`src/lcsr_pkg.sv`:
```
// Shared types and constants for the load cell serial reader.
// No dependencies; imported by every module of the block.
`timescale 1ns / 1ps

package lcsr_pkg;

   localparam int HALF_W   = 10;
   localparam int TARE_W   = 24;
   localparam int SCALE_W  = 16;
   localparam int WEIGHT_W = 24;
   localparam int DIGIT_W  = 4;
   localparam int NUM_DIGITS = 7;
   localparam int CSR_IDX_W  = 2;
   localparam int CSR_DATA_W = 24;

   localparam logic [HALF_W-1:0]   HALF_RESET  = 10'd10;
   localparam logic [TARE_W-1:0]   TARE_RESET  = 24'd8586000;
   localparam logic [SCALE_W-1:0]  SCALE_RESET = 16'd8238;
   localparam logic [WEIGHT_W-1:0] WEIGHT_CAP  = 24'd9999999;

   // x / 10 == (x * DIV10_MUL) >> DIV10_SHIFT, exact for any 24-bit x
   localparam logic [WEIGHT_W-1:0] DIV10_MUL   = 24'hCCCCCD;
   localparam int                  DIV10_SHIFT = 27;

   typedef enum logic [CSR_IDX_W-1:0] {
      CSR_HALF_PERIOD = 2'd0,
      CSR_TARE        = 2'd1,
      CSR_SCALE       = 2'd2
   } csr_index_type;

   // sideband that travels with every word down the pipeline
   typedef struct packed {
      logic live;   // stage holds a word
      logic sck;    // serial clock level after this tick
      logic done;   // this tick completed a conversion
   } lane_type;

   typedef logic [DIGIT_W-1:0] digit_type;
   typedef digit_type [NUM_DIGITS-1:0] digits_type;

endpackage

```
`src/lcsr_scale.sv`:
```
// Raw word to weight: sign flip and tare, Q0.16 scaling, clamp and cap.
// Three registered stages; depends on lcsr_pkg.
`timescale 1ns / 1ps

module lcsr_scale #(
   parameter int RAW_BITS            = 24,
   parameter int SCALE_FRACTION_BITS = 16
) (
   input  logic                            clock,
   input  logic                            reset,
   input  logic                            advance,
   input  lcsr_pkg::lane_type              lane_in,
   input  logic [RAW_BITS-1:0]             raw_word,
   input  logic [lcsr_pkg::TARE_W-1:0]     tare_offset,
   input  logic [lcsr_pkg::SCALE_W-1:0]    scale_factor,
   output lcsr_pkg::lane_type              lane_out,
   output logic [lcsr_pkg::WEIGHT_W-1:0]   weight
);
   import lcsr_pkg::*;

   localparam int CW = (RAW_BITS > TARE_W) ? RAW_BITS : TARE_W;
   localparam int PW = CW + SCALE_W;

   lane_type            lane_a_ff, lane_b_ff, lane_c_ff;
   logic [CW-1:0]       diff_ff;
   logic [PW-1:0]       prod_ff;
   logic [WEIGHT_W-1:0] weight_ff;

   logic [CW-1:0] raw_ext, tare_ext, diff_in;
   logic [PW-1:0] prod_in, shifted;
   logic [WEIGHT_W-1:0] weight_in;

   // offset binary to two's complement ordering: flip the top bit
   assign raw_ext  = CW'(raw_word ^ {1'b1, {(RAW_BITS-1){1'b0}}});
   assign tare_ext = CW'(tare_offset);
   assign diff_in  = (raw_ext > tare_ext) ? (raw_ext - tare_ext) : '0;

   assign prod_in  = PW'(diff_ff) * PW'(scale_factor);

   assign shifted   = prod_ff >> SCALE_FRACTION_BITS;
   assign weight_in = (shifted > PW'(WEIGHT_CAP)) ? WEIGHT_CAP : shifted[WEIGHT_W-1:0];

   always_ff @(posedge clock) begin
      if (reset) begin
         lane_a_ff <= '0;
         lane_b_ff <= '0;
         lane_c_ff <= '0;
      end else if (advance) begin
         lane_a_ff <= lane_in;
         lane_b_ff <= lane_a_ff;
         lane_c_ff <= lane_b_ff;
      end
   end

   always_ff @(posedge clock) begin
      if (advance) begin
         diff_ff   <= diff_in;
         prod_ff   <= prod_in;
         weight_ff <= weight_in;
      end
   end

   assign lane_out = lane_c_ff;
   assign weight   = weight_ff;

endmodule

```
`config.mk`:
```
export PLATFORM = sky130hd
export DESIGN_NAME = lcsr_scale
export DESIGN_NICKNAME = d
export VERILOG_FILES = /design/src/lcsr_pkg.sv /design/src/lcsr_scale.sv
export SDC_FILE = /design/constraint.sdc
export NUM_CORES = 1
export LEC_CHECK = 0
export ABC_AREA = 1
export BUFFER_PORTS_ARGS = -buffer_cell sky130_fd_sc_hd__clkbuf_2
export CAP_MARGIN = 10
export CORE_MARGIN = 2
export CORE_UTILIZATION = 45
export DETAILED_ROUTE_END_ITERATION = 10
export GPL_TIMING_DRIVEN = 0
export PLACE_DENSITY = 0.7
export SLEW_MARGIN = 20
export SYNTH_ARGS = -nofsm -noshare
export SYNTH_HDL_FRONTEND = slang
export SYNTH_SLANG_ARGS = --single-unit
```
`constraint.sdc`:
```
create_clock -name clock -period 18.9 [get_ports clock]
set_input_delay 3.78 -clock clock [delete_from_list [all_inputs] [get_ports clock]]
set_output_delay 3.78 -clock clock [all_outputs]
set_load 0.05 [all_outputs]
```
======== Word-level counts from Yosys, hierarchy flattened ========
Index checks and enable logic that the tools add are counted.
W data, S select, Z words.
word-level totals
  output and inout bits ................... 27
  logic and storage cells ................. 17
  bits in registers ....................... 97
  bits of input ports ..................... 70
cells by class
  multiply operators ...................... 1
  magnitude comparators ................... 2
  bitwise logic cells ..................... 1
  add/sub/neg operators ................... 1
operators with widths
  cell                    count
  $mul A24 B16 Y40        1
  $gt A24 B24 Y1          1
  $gt A24 B24 Y1 const B  1
  $sub A24 B24 Y24        1
  $not A1 Y1              1

======== Logic depth before layout (Yosys ltp) ========
  word-level depth ........................ 2
  mapped depth ............................ 26
  gate-level depth less buffers ........... 25

======== Worst setup path after synthesis ========
Ideal clock, no wire load.
  kind .................................... input port to flip-flop
  start ................................... input port scale_factor[1] (netlist name)
  end ..................................... register prod_ff[35] (data pin)
  stages .................................. 22
  setup slack ............................. 10.153 ns
  data arrival time ....................... 8.494 ns
  required time ........................... 18.648 ns
  setup time .............................. 0.252 ns
  path through ............................ clkbuf_1 nand2_1 fa_1 inv_1 fa_1 inv_1 fa_1 inv_1 fa_1 fa_1 inv_1 fa_1 inv_1 ha_1 a21oi_1 o21ai_0 a21oi_1 nor2_1 nor3_1 nand2_1 nand2_1 nand2_1
between the ends
  longest elaborated chain between the ends .. 1
RTL lines
  item                   RTL line          text
  start, declared        lcsr_scale.sv:15  input logic [lcsr_pkg::SCALE_W-1:0] scale_factor,
  $mul A24 B16 Y40       lcsr_scale.sv:38  assign prod_in = PW'(diff_ff) * PW'(scale_factor);
  named net prod_in[35]  lcsr_scale.sv:30  logic [PW-1:0] prod_in, shifted;
  end signal, assigned   lcsr_scale.sv:58  prod_ff <= prod_in;
  end, declared          lcsr_scale.sv:26  logic [PW-1:0] prod_ff;
The timed path passes the listed nets, and every way through them passes these cells.
A chain may end at the register's enable or synchronous reset.

======== Worst setup path after layout ========
  start ................................... input port scale_factor[4] (netlist name)
  end ..................................... register prod_ff[35] (data pin)
The elaborated chain is that of the path after synthesis.

==> run_results.csv <==
group,metric,value,unit
cells_and_area,fillers,3771,
critical_path,path_cells,"clkbuf_2 -> clkbuf_1 -> nand2_1 -> fa_1 -> inv_1 -> fa_1 -> inv_1 -> fa_1 -> inv_1 -> fa_1 -> fa_1 -> inv_1 -> fa_1 -> inv_1 -> ha_1 -> a21oi_1 -> o21ai_0 -> a21oi_1 -> nor2_1 -> nor3_1 -> nand2_1 -> nand2_1 -> nand2_1",
critical_path,r2r-end,"prod_ff[38]",
routing,detail-route-antenna-nets,0,
min_path,hold_class,"flop to flop",
cells_and_area,ff_latch_area,2342,µm²
sta,relSlewSlack,43.31,%
sta,hold_ws,0.4637,ns
critical_path,setup.worst_path.end_class,"flop",
die,initial_core_util,45.71,%
critical_path,critical-path-max-stage-delay,0.59,ns
global_routing,number_of_antenna_violations_at_the_first_check_in_global_routing,1,
cells_and_area,syn_to_layout_area_delta,8.560,%
routing,routed_wire_length_per_instance,16.36,µm
sta,timing.setup.tns,0,ns
routing,num_vias,14230,
synthesis,syn-num-nets,2724,
routing,drt-vias-per-instance,5.012,
synthesis,synth.lib_cells_used.distinct,44,
critical_path,rr_worst_depth,21,
synthesis,synth.top_cells.by_count,"605 x sky130_fd_sc_hd__inv_1, 598 x sky130_fd_sc_hd__nand2_1, 306 x sky130_fd_sc_hd__fa_1",
min_path,timing.hold.worst_endpoint,"lane_a_ff[2]",
critical_path,critical_path_cell_with_the_highest_stage_delay,"sky130_fd_sc_hd__clkbuf_1",
global_routing,grt_first_pass_wirelength,75940,µm
clock_network,cts_post_setup_buffers_inserted,0,
sta,timing.fmax,104.5,MHz
critical_path,worstSetupStartpointType,"primary input",
die,floorplan.io_pins,97,
synthesis,synth_area,17220,µm²
cells_and_area,final-instance-count-excl-fill,2838,
synthesis,synth.most_common_cell,"sky130_fd_sc_hd__inv_1",
status,run_status,"finished clean",
routing,drt_iter0_markers,927,
die,placeableCoreArea,37670,µm²
cells_and_area,antenna_cells_inserted,0,
die,die_w,199.6,µm
routing,drt_first_pass_iters,5,
clock_network,cts_resized,0,
sta,fin_worst_skew,0.01267,ns
critical_path,r2r_slack,12.29,ns
synthesis,number_of_synthesized_flops_with_an_enable_pin,72,
clock_network,worstSkewPairLatency,0.37,ns
placement,port_buffers,95,
critical_path,path_max_fanout,10,
clock_network,clock_sink_count,81,
synthesis,yosys.area.top_type,"sky130_fd_sc_hd__fa_1",
clock_network,ctsHtreeMaxLevel,3,
global_routing,gr-total-overflow,0,
critical_path,cp.required,19.02,ns
cells_and_area,drive_gt1_share,7.134,%
clock_network,cts_buffers,9,
critical_path,crit_type,"primary input to flop",
min_path,worst_hold_path.num_cells,2,
synthesis,dominantRegCellSynth,"sky130_fd_sc_hd__edfxtp_1",
synthesis,ys.warnings.count,0,
global_routing,grt_usage,25.11,%
sta,final_min_period_over_clock_period,50.61,%
sta,setup_viol,0,
clock_network,cts_root_buffer,"sky130_fd_sc_hd__clkbuf_16",
critical_path,arrival,9.69,ns
die,area_enclosed_by_the_die_boundary,39850,µm²
synthesis,netlist_top_cells_area,"sky130_fd_sc_hd__fa_1 36%, sky130_fd_sc_hd__inv_1 13%, sky130_fd_sc_hd__nand2_1 13%, sky130_fd_sc_hd__edfxtp_1 13%, sky130_fd_sc_hd__ha_1 9.7%",
clock_network,cts-root-to-sink-buffers,2,
clock_network,clk_pin_slew_worst_setup_hold_paths,0.07,ns
placement,hpwlAfterDp,39260,µm
placement,placed_cells,2822,
synthesis,synth.avg_cell_area,7.774,µm²
critical_path,regToRegStartpoint,"diff_ff[5]",
sta,finalCriticalPeriod,9.566,ns
placement,place.gp.congestion,0.9600,
global_routing,number_of_global_route_vias_before_repair,14890,
global_routing,grt_start_max_net_pins,38,
sta,unrepaired_setup_endpoints_after_global_routing,"no",
routing,routed_wirelength,46440,µm
sta,final_hold_viol_count,0,
synthesis,ffs_w_async_s_r_synth,0,%
cells_and_area,multi_input_comb_area,12260,µm²
cells_and_area,final_net_count,2831,
placement,dpl_worst_slack,9.025,ns
run,number_of_maximum_capacitance_constraint_violations,0,
synthesis,ys_seq_area_share,13.60,%
sta,slew_viol_final,0,
clock_network,ctsHoldBuffers,0,
clock_network,tritoncts_clock_tree,"yes",
critical_path,crit_top_cell,"sky130_fd_sc_hd__fa_1",
synthesis,syn-instance-count,2215,
die,die_y_extent,199.6,µm
routing,post-route-drc-count,0,
die,num_rows,71,
sta,tightest_slew,0.8504,ns
synthesis,yosys_register_bits,81,
synthesis,synth_top_cell_area_share,35.58,%
min_path,worst_hold_startpoint,"lane_a_ff[2]",
sta,worst_slack,9.334,ns
-- layer usage --
layer / share of wire [%] / global-route usage, % / wire length (µm)
met1: 42 / 32.95 / 19560
met4: 3.6 / 9.410 / 1668
met2: 47 / 41.74 / 21640
met3: 7.7 / 4.186 / 3568
met5: 0 / 0 / 0
-- flip-flops by register name, summed over array words and instances, names as in the netlist --
name       cells
diff_ff       24
prod_ff       24
weight        24
lane_a_ff      3
lane_b_ff      3
lane_out       3
-- placed cells by master (no fill, tap or decap), types with 10 or more instances in the layout --
master / Yosys / layout
sky130_fd_sc_hd__edfxtp_1: 72 / 72
sky130_fd_sc_hd__ha_1: 133 / 133
sky130_fd_sc_hd__nor3_1: 19 / 19
sky130_fd_sc_hd__a21oi_1: 83 / 83
sky130_fd_sc_hd__inv_1: 605 / 605
sky130_fd_sc_hd__nand2_1: 598 / 598
sky130_fd_sc_hd__nand3_1: 39 / 39
sky130_fd_sc_hd__nor2_1: 103 / 103
sky130_fd_sc_hd__xor2_1: 21 / 21
sky130_fd_sc_hd__a21oi_2: 10 / 10
sky130_fd_sc_hd__clkbuf_2: 0 / 94
sky130_fd_sc_hd__or2_2: 14 / 14
sky130_fd_sc_hd__clkbuf_1: 81 / 81
sky130_fd_sc_hd__o21ai_0: 36 / 36
sky130_fd_sc_hd__nor2_2: 11 / 11
sky130_fd_sc_hd__fa_1: 306 / 306
-- cell type report --
class / count / share of cell area [%]
Buffer: 85 / 1.794
Clock buffer: 9 / 1.205
Clock inverter: 7 / 0.5957
Inverter: 608 / 12.21
Multi-Input combinational cell: 1441 / 65.58
Sequential cell: 81 / 12.53
Tap cell: 511 / 3.420
Timing Repair Buffer: 96 / 2.664
-- kinds of logic after synthesis --
logic type	after synthesis	share of synthesized area, %
adders and majority gates	439	45.24
and+or+nand+nor	808	18.99
DFF	81	13.60
xor gates and xnor gates	25	1.272
buffers and inverters	693	15.20
AOI/OAI and AO/OA	169	5.690
-- critical path, delay by kind of cell --
kind / cells / cell delay (ns)
compound gates: 3 / 0.83
fa+ha+maj: 7 / 3.33
buf+inv: 7 / 1.07
simple gates: 6 / 0.66
-- worst max path at each step --
stage	from	to	slack [ns]	cells after the start
final	scale_factor[4]	prod_ff[35]	9.33	23
after global routing	scale_factor[1]	prod_ff[35]	9.06	23
after CTS	scale_factor[4]	prod_ff[35]	9.41	23
after detailed placement	scale_factor[4]	prod_ff[35]	9.02	23
after global placement	scale_factor[4]	prod_ff[35]	9.07	23
after floorplan	scale_factor[1]	prod_ff[35]	10.15	22
-- stage by stage --
stage	cell area [µm²]	utilization, %
2_1_floorplan	17220	-
6_report	18690	49.63
3_5_place_dp	18360	48.73
3_3_place_gp	18330	48.67
4_1_cts	18690	49.63
5_1_grt	18690	49.63
Power is not shown: default switching activity piles up to over one toggle a cycle in this logic, so the estimate is an artifact.
