===== src/lcsr_pkg.sv =====
// Shared types and constants for the load cell serial reader.
// No dependencies; imported by every module of the block.
`timescale 1ns / 1ps

package lcsr_pkg;

   localparam int HALF_W   = 10;
   localparam int TARE_W   = 24;
   localparam int SCALE_W  = 16;
   localparam int WEIGHT_W = 24;
   localparam int DIGIT_W  = 4;
   localparam int NUM_DIGITS = 7;
   localparam int CSR_IDX_W  = 2;
   localparam int CSR_DATA_W = 24;

   localparam logic [HALF_W-1:0]   HALF_RESET  = 10'd10;
   localparam logic [TARE_W-1:0]   TARE_RESET  = 24'd8586000;
   localparam logic [SCALE_W-1:0]  SCALE_RESET = 16'd8238;
   localparam logic [WEIGHT_W-1:0] WEIGHT_CAP  = 24'd9999999;

   // x / 10 == (x * DIV10_MUL) >> DIV10_SHIFT, exact for any 24-bit x
   localparam logic [WEIGHT_W-1:0] DIV10_MUL   = 24'hCCCCCD;
   localparam int                  DIV10_SHIFT = 27;

   typedef enum logic [CSR_IDX_W-1:0] {
      CSR_HALF_PERIOD = 2'd0,
      CSR_TARE        = 2'd1,
      CSR_SCALE       = 2'd2
   } csr_index_type;

   // sideband that travels with every word down the pipeline
   typedef struct packed {
      logic live;   // stage holds a word
      logic sck;    // serial clock level after this tick
      logic done;   // this tick completed a conversion
   } lane_type;

   typedef logic [DIGIT_W-1:0] digit_type;
   typedef digit_type [NUM_DIGITS-1:0] digits_type;

endpackage


===== src/lcsr_ctrl.sv =====
// Serial clock sequencer: tick counting, pulse count and MSB-first sampling.
// Depends on lcsr_pkg.
`timescale 1ns / 1ps

module lcsr_ctrl #(
   parameter int RAW_BITS = 24
) (
   input  logic                          clock,
   input  logic                          reset,
   input  logic                          advance,
   input  logic                          accept,
   input  logic                          data_line,
   input  logic [lcsr_pkg::HALF_W-1:0]   half_period,
   output lcsr_pkg::lane_type            lane,
   output logic [RAW_BITS-1:0]           raw_word
);
   import lcsr_pkg::*;

   localparam int PULSE_W = $clog2(RAW_BITS + 2);

   logic [PULSE_W-1:0]  pulse_ff,  pulse_in;
   logic                high_ff,   high_in;
   logic [HALF_W-1:0]   tick_ff,   tick_in;
   logic [RAW_BITS-1:0] shift_ff,  shift_in;
   logic                done_in;
   lane_type            lane_ff;
   logic [RAW_BITS-1:0] word_ff;

   logic [HALF_W-1:0] half;
   logic [HALF_W-1:0] tick_next;

   // a zero half period behaves as one tick
   assign half      = (half_period == '0) ? HALF_W'(1) : half_period;
   assign tick_next = tick_ff + HALF_W'(1);

   always_comb begin
      pulse_in = pulse_ff;
      high_in  = high_ff;
      tick_in  = tick_ff;
      shift_in = shift_ff;
      done_in  = 1'b0;
      if (pulse_ff == '0) begin
         if (!data_line) begin
            pulse_in = PULSE_W'(1);
            high_in  = 1'b1;
            tick_in  = '0;
            shift_in = '0;
         end
      end else if (tick_next >= half) begin
         tick_in = '0;
         if (high_ff) begin
            high_in = 1'b0;
            if (pulse_ff <= PULSE_W'(RAW_BITS)) begin
               shift_in = {shift_ff[RAW_BITS-2:0], data_line};
            end else begin
               done_in  = 1'b1;
               pulse_in = '0;
            end
         end else begin
            pulse_in = pulse_ff + PULSE_W'(1);
            high_in  = 1'b1;
         end
      end else begin
         tick_in = tick_next;
      end
   end

   always_ff @(posedge clock) begin
      if (reset) begin
         pulse_ff <= '0;
         high_ff  <= 1'b0;
         tick_ff  <= '0;
         shift_ff <= '0;
      end else if (accept) begin
         pulse_ff <= pulse_in;
         high_ff  <= high_in;
         tick_ff  <= tick_in;
         shift_ff <= shift_in;
      end
   end

   always_ff @(posedge clock) begin
      if (reset) begin
         lane_ff <= '0;
      end else if (advance) begin
         lane_ff.live <= accept;
         lane_ff.sck  <= high_in;
         lane_ff.done <= accept && done_in;
      end
   end

   // shift register is unchanged on the completing tick
   always_ff @(posedge clock) begin
      if (advance) begin
         word_ff <= shift_ff;
      end
   end

   assign lane     = lane_ff;
   assign raw_word = word_ff;

endmodule


===== config.mk =====
export PLATFORM = sky130hd
export DESIGN_NAME = lcsr_ctrl
export DESIGN_NICKNAME = d
export VERILOG_FILES = /design/src/lcsr_pkg.sv /design/src/lcsr_ctrl.sv
export SDC_FILE = /design/constraint.sdc
export NUM_CORES = 1
export LEC_CHECK = 0
export BUFFER_PORTS_ARGS = -buffer_cell sky130_fd_sc_hd__buf_2
export CORE_ASPECT_RATIO = 2
export CORE_MARGIN = 5
export CORE_UTILIZATION = 45
export DETAILED_ROUTE_END_ITERATION = 7
export GPL_TIMING_DRIVEN = 0
export PLACE_DENSITY = 0.65
export SLEW_MARGIN = 5
export SYNTH_ARGS = -nofsm -noshare
export SYNTH_HDL_FRONTEND = slang
export SYNTH_SLANG_ARGS = --single-unit
export TNS_END_PERCENT = 20

===== constraint.sdc =====
create_clock -name clock -period 3.04 [get_ports clock]
set_input_delay 0.304 -clock clock [delete_from_list [all_inputs] [get_ports clock]]
set_output_delay 0.304 -clock clock [all_outputs]
set_load 0.05 [all_outputs]

# Word-level counts from Yosys, hierarchy flattened
# Cells that the tools add are included.
# word_totals
reg_bits,67
in_bits,15
out_inout_bits,27
elab_cells,45
# classes
n_addsub,2
order_cmp,2
n_eq_ne,2
mux,22
n_reduce_logical,9
# op_table
cell,n
$mux 24,5
$mux 10,4
$mux 5,5
$add 10x1->10 const B,1
$ge 10x10->1,1
$logic_not 10->1,1
$mux 1,8
$reduce_bool 2->1,3
$add 5x1->5 const B,1
$le 5x5->1 const B,1
$logic_not 5->1,1
$reduce_and 5->1,1
$reduce_and 4->1,1
$ne 3x3->1 const B,1
$ne 2x2->1 const B,1
$reduce_and 2->1,1
$logic_and 1x1->1,1

# Logic depth before layout (Yosys ltp)
# Gate-level depths: netlist of the first run.
# logic_depth
depth_word,6
ltp_mapped,12
ltp_nobuf,11

# Worst setup path after synthesis of the first run
# OpenSTA, ideal clock, no wires.
# synth_path
kind,register -> register
startpoint,register tick_ff[0]
endpoint,register pulse_ff[3]
setup_ps,132
arrival_time_ps,2674
required_ps,2908
path_slack_ps,234
stages_incl_launch_ff,11
synth_period_minus_slack_ps,2806
cell_sequence,dfxtp_1 > ha_1 > nand3_1 > and2_1 > or2_2 > ha_1 > a41oi_1 > o31a_2 > a221oi_2 > mux2i_1 > a21oi_1
# synth_via
elab_chain_cells,4
# synth_lines
item,line,rtl
"start, declared",lcsr_ctrl.sv:23,"logic [HALF_W-1:0] tick_ff, tick_in;"
"start signal, assigned",lcsr_ctrl.sv:77,tick_ff <= tick_in;
$add 10x1->10,lcsr_ctrl.sv:34,assign tick_next = tick_ff + HALF_W'(1);
$ge 10x10->1,lcsr_ctrl.sv:49,end else if (tick_next >= half) begin
$reduce_bool 2->1 (no source line),--,
$reduce_and 4->1 (no source line),--,
"end signal, assigned",lcsr_ctrl.sv:75,pulse_ff <= pulse_in;
"end, declared",lcsr_ctrl.sv:21,"logic [PULSE_W-1:0] pulse_ff, pulse_in;"
# Every way passes these cells.
# A chain may end at the register's enable or synchronous reset.

# Worst setup path in the final report of the first run
# layout_path
startpoint,register tick_ff[0]
endpoint,register shift_ff[12]
# layout_via
elab_chain_cells,4
# layout_lines
item,line,rtl
$add 10x1->10,lcsr_ctrl.sv:34,
$ge 10x10->1,lcsr_ctrl.sv:49,
$reduce_bool 2->1 (no source line),--,
$reduce_and 5->1 (no source line),--,
"end signal, assigned",lcsr_ctrl.sv:78,shift_ff <= shift_in;
"end, declared",lcsr_ctrl.sv:24,"logic [RAW_BITS-1:0] shift_ff, shift_in;"
# Every way passes these cells.

==> run_results.csv, run 1 <==
group,metric,value,unit
run_status,outcome,"completed",
synthesis,synth-seq-cells,67,
timing,setup_violations,0,
placed_design,dpl_worst_slack,-187,ps
finish,ff_latch_area,1590,sq um
route,routed_wire_length_per_instance,13.6,microns
clock_network,cts_root_buf,"clkbuf_16",
timing,worst_clock_skew,5.46,ps
clock_network,clock_transition_at_the_register_clock_pins_on_the_worst_setup_and_hold_paths_after_cts,50,ps
route,drc,0,
route,drt-initial-drc-count,106,
finish,nets,336,
run,max-cap-violations,0,
pwr,peakVddDrop,0.523,mV
worst_setup_path,crit_path_max_fanout,5,
global_routing,initial_antenna_violation_count,0,
timing,final_hold_viol_count,0,
synthesis,synth_simple_gate_area_share,0.136,
worst_setup_path,worstPathArrival,3120,ps
synthesis,avgSynthCellArea,11.4,sq um
die,start_util,0.455,
die,die_w,66.0,microns
route,ant_nets,0,
timing,post-route-min-period,2850,ps
timing,final_layout_setup_total_negative_slack,0,ps
synthesis,synth.distinct_cells,44,
worst_setup_path,worst_r2r_setup_slack,190,ps
worst_setup_path,path_delay_family,"compound AO/OA/AOI/OAI gates",
die,placeableCoreArea,6210,sq um
die,fp.dieH,122,microns
finish,number_of_diodes,0,
synthesis,ys_top_cells_by_area,"dfxtp_1 30%, edfxtp_1 26%, a22o_1 7.1%",
global_routing,first_global_vias,1984,
worst_setup_path,critical_path.startpoint_type,"flip-flop",
synthesis,synth_top_family_by_area,"compound AO/OA/AOI/OAI gates",
synthesis,yosys_most_used_dff,"dfxtp_1",
clock_network,tritoncts,"yes",
synthesis,synth_top_cell_by_area,"dfxtp_1",
global_routing,track_usage,0.141,
global_routing,gr-total-overflow,0,
route,vias,2114,
worst_setup_path,crit_buf_inv,2,
timing,max_frequency,351,MHz
timing,min_period_over_period,0.938,
worst_setup_path,crit_path_depth,13,
finish,multi_input_area,1190,sq um
timing,fin_hold_ws,231,ps
die,rows,41,
synthesis,synth.top_cell.area_share,0.305,
worst_setup_path,timing.critical_path.slowest_cell_delay,380,ps
timing,max_slew.worst_pin.slew,643,ps
clock_network,cts-buffers-inserted,9,
worst_setup_path,slowest_stage,"dfxtp_4",
die,floorplan.io_pins,42,
min_path,hp-class,"in -> reg",
clock_network,ctsHtreeMaxLevel,3,
synthesis,number_of_warnings_printed_during_yosys_synthesis,0,
finish,fillerInstances,549,
route,routed_wl,5400,microns
synthesis,synth_net_count,276,
placed_design,routabilityCongestion,0.843,
timing,post-route-worst-setup-slack,188,ps
worst_setup_path,setup.worst_path.start,"tick_ff[0]$_SDFFE_PP0P_",
finish,flow.area_growth_from_synthesis,26.5,%
synthesis,netlist_area,2830,sq um
synthesis,synth_adder_area_share,0.0576,
pwr,power.static_leakage,1.52,nW
clock_network,cts.sinks,67,
synthesis,postSynth.asyncResetShare,0,
worst_setup_path,crit_end,"shift_ff[12]$_SDFFE_PP0P_",
worst_setup_path,path_class,"reg -> reg",
synthesis,synthMostInstantiatedCell,"dfxtp_1",
clock_network,worst_skew_pair.late_latency,320,ps
die,design.die.area,8060,sq um
timing,drv_slew,0,
placed_design,dpl.hpwl,3780,microns
worst_setup_path,worstPathCellList,"ha_4, nand3_1, and2_1, or2_2, ha_1, a21oi_1, a211o_1, o31a_2, a21oi_4, nor4b_4, buf_4, buf_2, a22o_1",
route,route.detailed.vias_per_inst,5.31,
global_routing,grt_pass1_wl,8900,microns
finish,drive_above_1_share,0.279,
worst_setup_path,reg2reg_to,"shift_ff[12]$_SDFFE_PP0P_",
synthesis,synth_compound_area_frac,0.171,
synthesis,synth.cells.most_frequent,"43 x dfxtp_1, 24 x edfxtp_1, 23 x a22o_1",
synthesis,synth_seq_area_share,0.560,
timing,max-slew-margin-rel,0.571,
clock_network,clockBufferDepth,2,
synthesis,postSynthCellCount,248,
worst_setup_path,beginning_of_the_worst_register_to_register_path,"tick_ff[0]$_SDFFE_PP0P_",
placed_design,io_buffers,41,
route,drtPass1Iterations,4,
synthesis,synth_xor_area_frac,0.0124,
worst_setup_path,rr_worst_depth,13,
global_routing,grt_max_degree,31,
synthesis,synth_enable_flop_cells,24,
pwr,power_density,606,nW/um^2
worst_setup_path,cp-end-kind,"flip-flop",
worst_setup_path,timing.critical_path.required,3310,ps
synthesis,synthMuxAreaShare,0.0213,
## placed cells by master, fill, tap and decap left out, types with 10 or more instances in the layout
master,count
nor2_1,16
nand3_1,10
a21oi_1,10
a22o_1,23
ha_1,12
buf_2,43
dfxtp_1,40
inv_1,16
nand2_1,11
edfxtp_1,24
## stage by stage
stage	std cells	area (sq um)	total power, mW	utilization
after floorplan	248	2830	1.08	-
after global placement	375	3140	1.13	0.506
after CTS	392	3490	2.19	0.562
final	398	3570	2.17	0.576
after global routing	398	3570	2.24	0.576
after detailed placement	375	3140	1.13	0.506
## area by class of cell
cell class                 count  area share
buffer                        10      0.0172
clock buffer                  10      0.0641
clock inverter                 5      0.0221
inverter                      16      0.0168
multi-input combinational    155       0.332
sequential                    67       0.444
tap                           86      0.0301
timing repair buffer          49      0.0735
## state kept, by name, indices dropped and copies added (netlist names)
name / count
high_ff: 1
lane: 3
pulse_ff: 5
raw_word: 24
shift_ff: 24
tick_ff: 10
## worst min-delay path by stage
stage,startpoint,to,slack [ps],depth (start not counted)
3_5_place_dp,shift_ff[13]$_SDFFE_PP0P_,raw_word[13]$_DFFE_PP_,450,0
2_1_floorplan,advance,lane[1]$_SDFFE_PP0P_,400,1
3_3_place_gp,shift_ff[3]$_SDFFE_PP0P_,raw_word[3]$_DFFE_PP_,450,0
4_1_cts,data_line,shift_ff[0]$_SDFFE_PP0P_,220,2
6_report,data_line,shift_ff[0]$_SDFFE_PP0P_,230,2
5_1_grt,data_line,shift_ff[0]$_SDFFE_PP0P_,230,2
## routing by layer
layer | part of all wire | track usage | vias to the layer above
li1 | - | - | 1046
met1 | 0.44 | 0.181 | 1007
met2 | 0.48 | 0.221 | 55
met3 | 0.064 | 0.0461 | 6
met4 | 0.0093 | 0.0509 | 0
met5 | 0 | 0 | -
## report_power, final
group	switching, mW	internal, mW	total, mW
clock network	0.338	0.710	1.05
registers	0.00843	0.944	0.952
logic	0.120	0.0464	0.166
total	0.466	1.70	2.17
## cell families (layout without fill, tap and decap cells)
kind of cell | count (synthesis) | count (layout)
muxes | 6 | 6
and+or+nand+nor | 69 | 69
xor gates and xnor gates | 4 | 4
buffers and inverters | 26 | 90
adders and majority gates | 13 | 13
AOI/OAI and AO/OA | 63 | 63
DFF | 67 | 67
## what timing repair did
| item | CTS | global route |
|---|---|---|
| hold buffers | 0 | 0 |
| gates cloned | 0 | 1 |
| setup buffers | 2 | 5 |
| pin swaps | 0 | 7 |
| endpoints found under the setup margin | 29 | 39 |
| resized for setup | 5 | 10 |
Power figures use the tool's default switching activity.
==> inputs of run 2 (changes only) <==
--- a/config.mk
+++ b/config.mk
@@ -12,6 +12,7 @@
 export DETAILED_ROUTE_END_ITERATION = 7
 export GPL_TIMING_DRIVEN = 0
 export PLACE_DENSITY = 0.65
+export RECOVER_POWER = 50
 export SLEW_MARGIN = 5
 export SYNTH_ARGS = -nofsm -noshare
 export SYNTH_HDL_FRONTEND = slang
==> run_results.csv, run 2 (synthesized netlist as in run 1, its figures left out) <==
group,metric,value,unit
pwr,peakVddDrop,0.523,mV
worst_setup_path,reg2reg_to,"shift_ff[12]$_SDFFE_PP0P_",
min_path,hp-class,"in -> reg",
timing,min_period_over_period,0.937,
die,floorplan.io_pins,42,
route,vias,2095,
clock_network,worst_skew_pair.late_latency,320,ps
die,fp.dieH,122,microns
worst_setup_path,crit_path_max_fanout,5,
die,rows,41,
clock_network,cts_root_buf,"clkbuf_16",
pwr,power.clock.fraction,0.484,
worst_setup_path,worstPathArrival,3120,ps
route,routed_wire_length_per_instance,13.6,microns
finish,fillerInstances,553,
timing,drv_slew,31,
global_routing,gr-total-overflow,0,
placed_design,dpl.hpwl,3780,microns
pwr,power_switching,467,uW
run,max-cap-violations,1,
route,route.detailed.vias_per_inst,5.26,
run_status,outcome,"finished, violations left",
die,start_util,0.455,
pwr,power.static_leakage,1.48,nW
clock_network,clockBufferDepth,2,
worst_setup_path,rr_worst_depth,13,
clock_network,clock_transition_at_the_register_clock_pins_on_the_worst_setup_and_hold_paths_after_cts,50,ps
route,drt-initial-drc-count,107,
worst_setup_path,setup.worst_path.start,"tick_ff[0]$_SDFFE_PP0P_",
worst_setup_path,path_class,"reg -> reg",
clock_network,cts.sinks,67,
timing,max_frequency,351,MHz
route,routed_wl,5420,microns
placed_design,routabilityCongestion,0.843,
pwr,power_density,609,nW/um^2
min_path,holdCritStartpoint,"data_line",
worst_setup_path,beginning_of_the_worst_register_to_register_path,"tick_ff[0]$_SDFFE_PP0P_",
timing,fin_hold_ws,231,ps
global_routing,initial_antenna_violation_count,0,
timing,max-slew-margin-rel,-0.0228,
finish,finalInstanceArea,3560,sq um
timing,max_slew.worst_pin.slew,1530,ps
worst_setup_path,cp-end-kind,"flip-flop",
die,die_w,66.0,microns
die,design.die.area,8060,sq um
die,placeableCoreArea,6210,sq um
worst_setup_path,crit_end,"shift_ff[12]$_SDFFE_PP0P_",
clock_network,cts-buffers-inserted,9,
pwr,power.share.combinational,0.076,
finish,flow.area_growth_from_synthesis,26.0,%
pwr,seq_power_share,0.440,
finish,mostFrequentLayoutCells,"40 x dfxtp_1, 32 x buf_2, 24 x edfxtp_1",
global_routing,first_global_vias,1984,
route,drtPass1Iterations,4,
clock_network,ctsHtreeMaxLevel,3,
timing,setup_violations,0,
clock_network,tritoncts,"yes",
global_routing,grt_max_degree,31,
global_routing,grt_pass1_wl,8900,microns
placed_design,io_buffers,41,
worst_setup_path,timing.critical_path.required,3310,ps
timing,final_hold_viol_count,0,
worst_setup_path,worst_r2r_setup_slack,190,ps
route,drc,0,
min_path,min_delay_path_depth,2,
timing,worst_clock_skew,5.45,ps
timing,post-route-min-period,2850,ps
finish,nets,336,
finish,layout.cells.most_common,"dfxtp_1",
pwr,power_switching_share,0.215,
finish,drive_above_1_share,0.244,
run_status,violated_checks,"max-capacitance violations, max-slew violations",
finish,number_of_diodes,0,
global_routing,track_usage,0.141,
placed_design,post_detailed_placement_cell_area,3140,sq um
pwr,p_int,1.70,mW
worst_setup_path,critical_path.startpoint_type,"flip-flop",
route,ant_nets,0,
[run 2: area by class of cell]
type / instances / area, sq um / area share
plain buffers: 10 / 61.3 / 0.0172
well taps: 86 / 108 / 0.0302
clock inverters: 5 / 78.8 / 0.0221
clock buffers: 10 / 229 / 0.0643
inverters: 16 / 60.1 / 0.0169
multi-input cells: 155 / 1190 / 0.333
flip-flops and latches: 67 / 1590 / 0.446
repair buffers: 49 / 249 / 0.0699
[run 2: worst min path at each step]
stage,end
after floorplan,lane[1]$_SDFFE_PP0P_
after global placement,raw_word[3]$_DFFE_PP_
after detailed placement,raw_word[13]$_DFFE_PP_
after CTS,shift_ff[0]$_SDFFE_PP0P_
after global routing,shift_ff[0]$_SDFFE_PP0P_
final,shift_ff[0]$_SDFFE_PP0P_
[run 2: critical path, cell delays in order, from the launching register on]
cell and delay, ps:
dfxtp_4 380, ha_4 150, nand3_1 80, and2_1 180, or2_2 290, ha_1 310
a21oi_1 70, a211o_1 280, o31a_2 160, a21oi_4 190, nor4b_4 210, buf_4 180
buf_2 170, a22o_1 130
[run 2: timing repair]
| item | CTS | global route |
|---|---|---|
| hold buffers | 0 | 0 |
| resized for setup | 5 | 10 |
| endpoints found under the setup margin | 29 | 39 |
| pin swaps | 0 | 7 |
| cloned | 0 | 1 |
| buffers inserted | 2 | 5 |
| endpoints found under the hold margin | 0 | 0 |
[run 2: power groups by stage]
stage                     logic [mW]  clock network, mW  registers, mW
after CTS                      0.164               1.07          0.952
after global placement         0.159                  0          0.969
after detailed placement       0.162                  0          0.970
after floorplan               0.0700                  0           1.01
final                          0.165               1.05          0.953
after global routing           0.181               1.11          0.954
[run 2: routing by layer]
metal | track usage | wire length, microns
met5 | 0 | 0
met4 | 0.0509 | 50
met3 | 0.0461 | 340
met2 | 0.221 | 2600
met1 | 0.181 | 2440
[run 2: per-stage QoR]
step                      utilization  setup WS, ps  setup TNS, ps  cells  total power [mW]
after floorplan                     -           234              0    248              1.08
after global placement          0.506         -40.7           -615    375              1.13
after detailed placement        0.506          -187          -3450    375              1.13
after CTS                       0.562          43.3              0    392              2.19
after global routing            0.573         -4.27          -4.27    398              2.24
final                           0.573           191              0    398              2.17
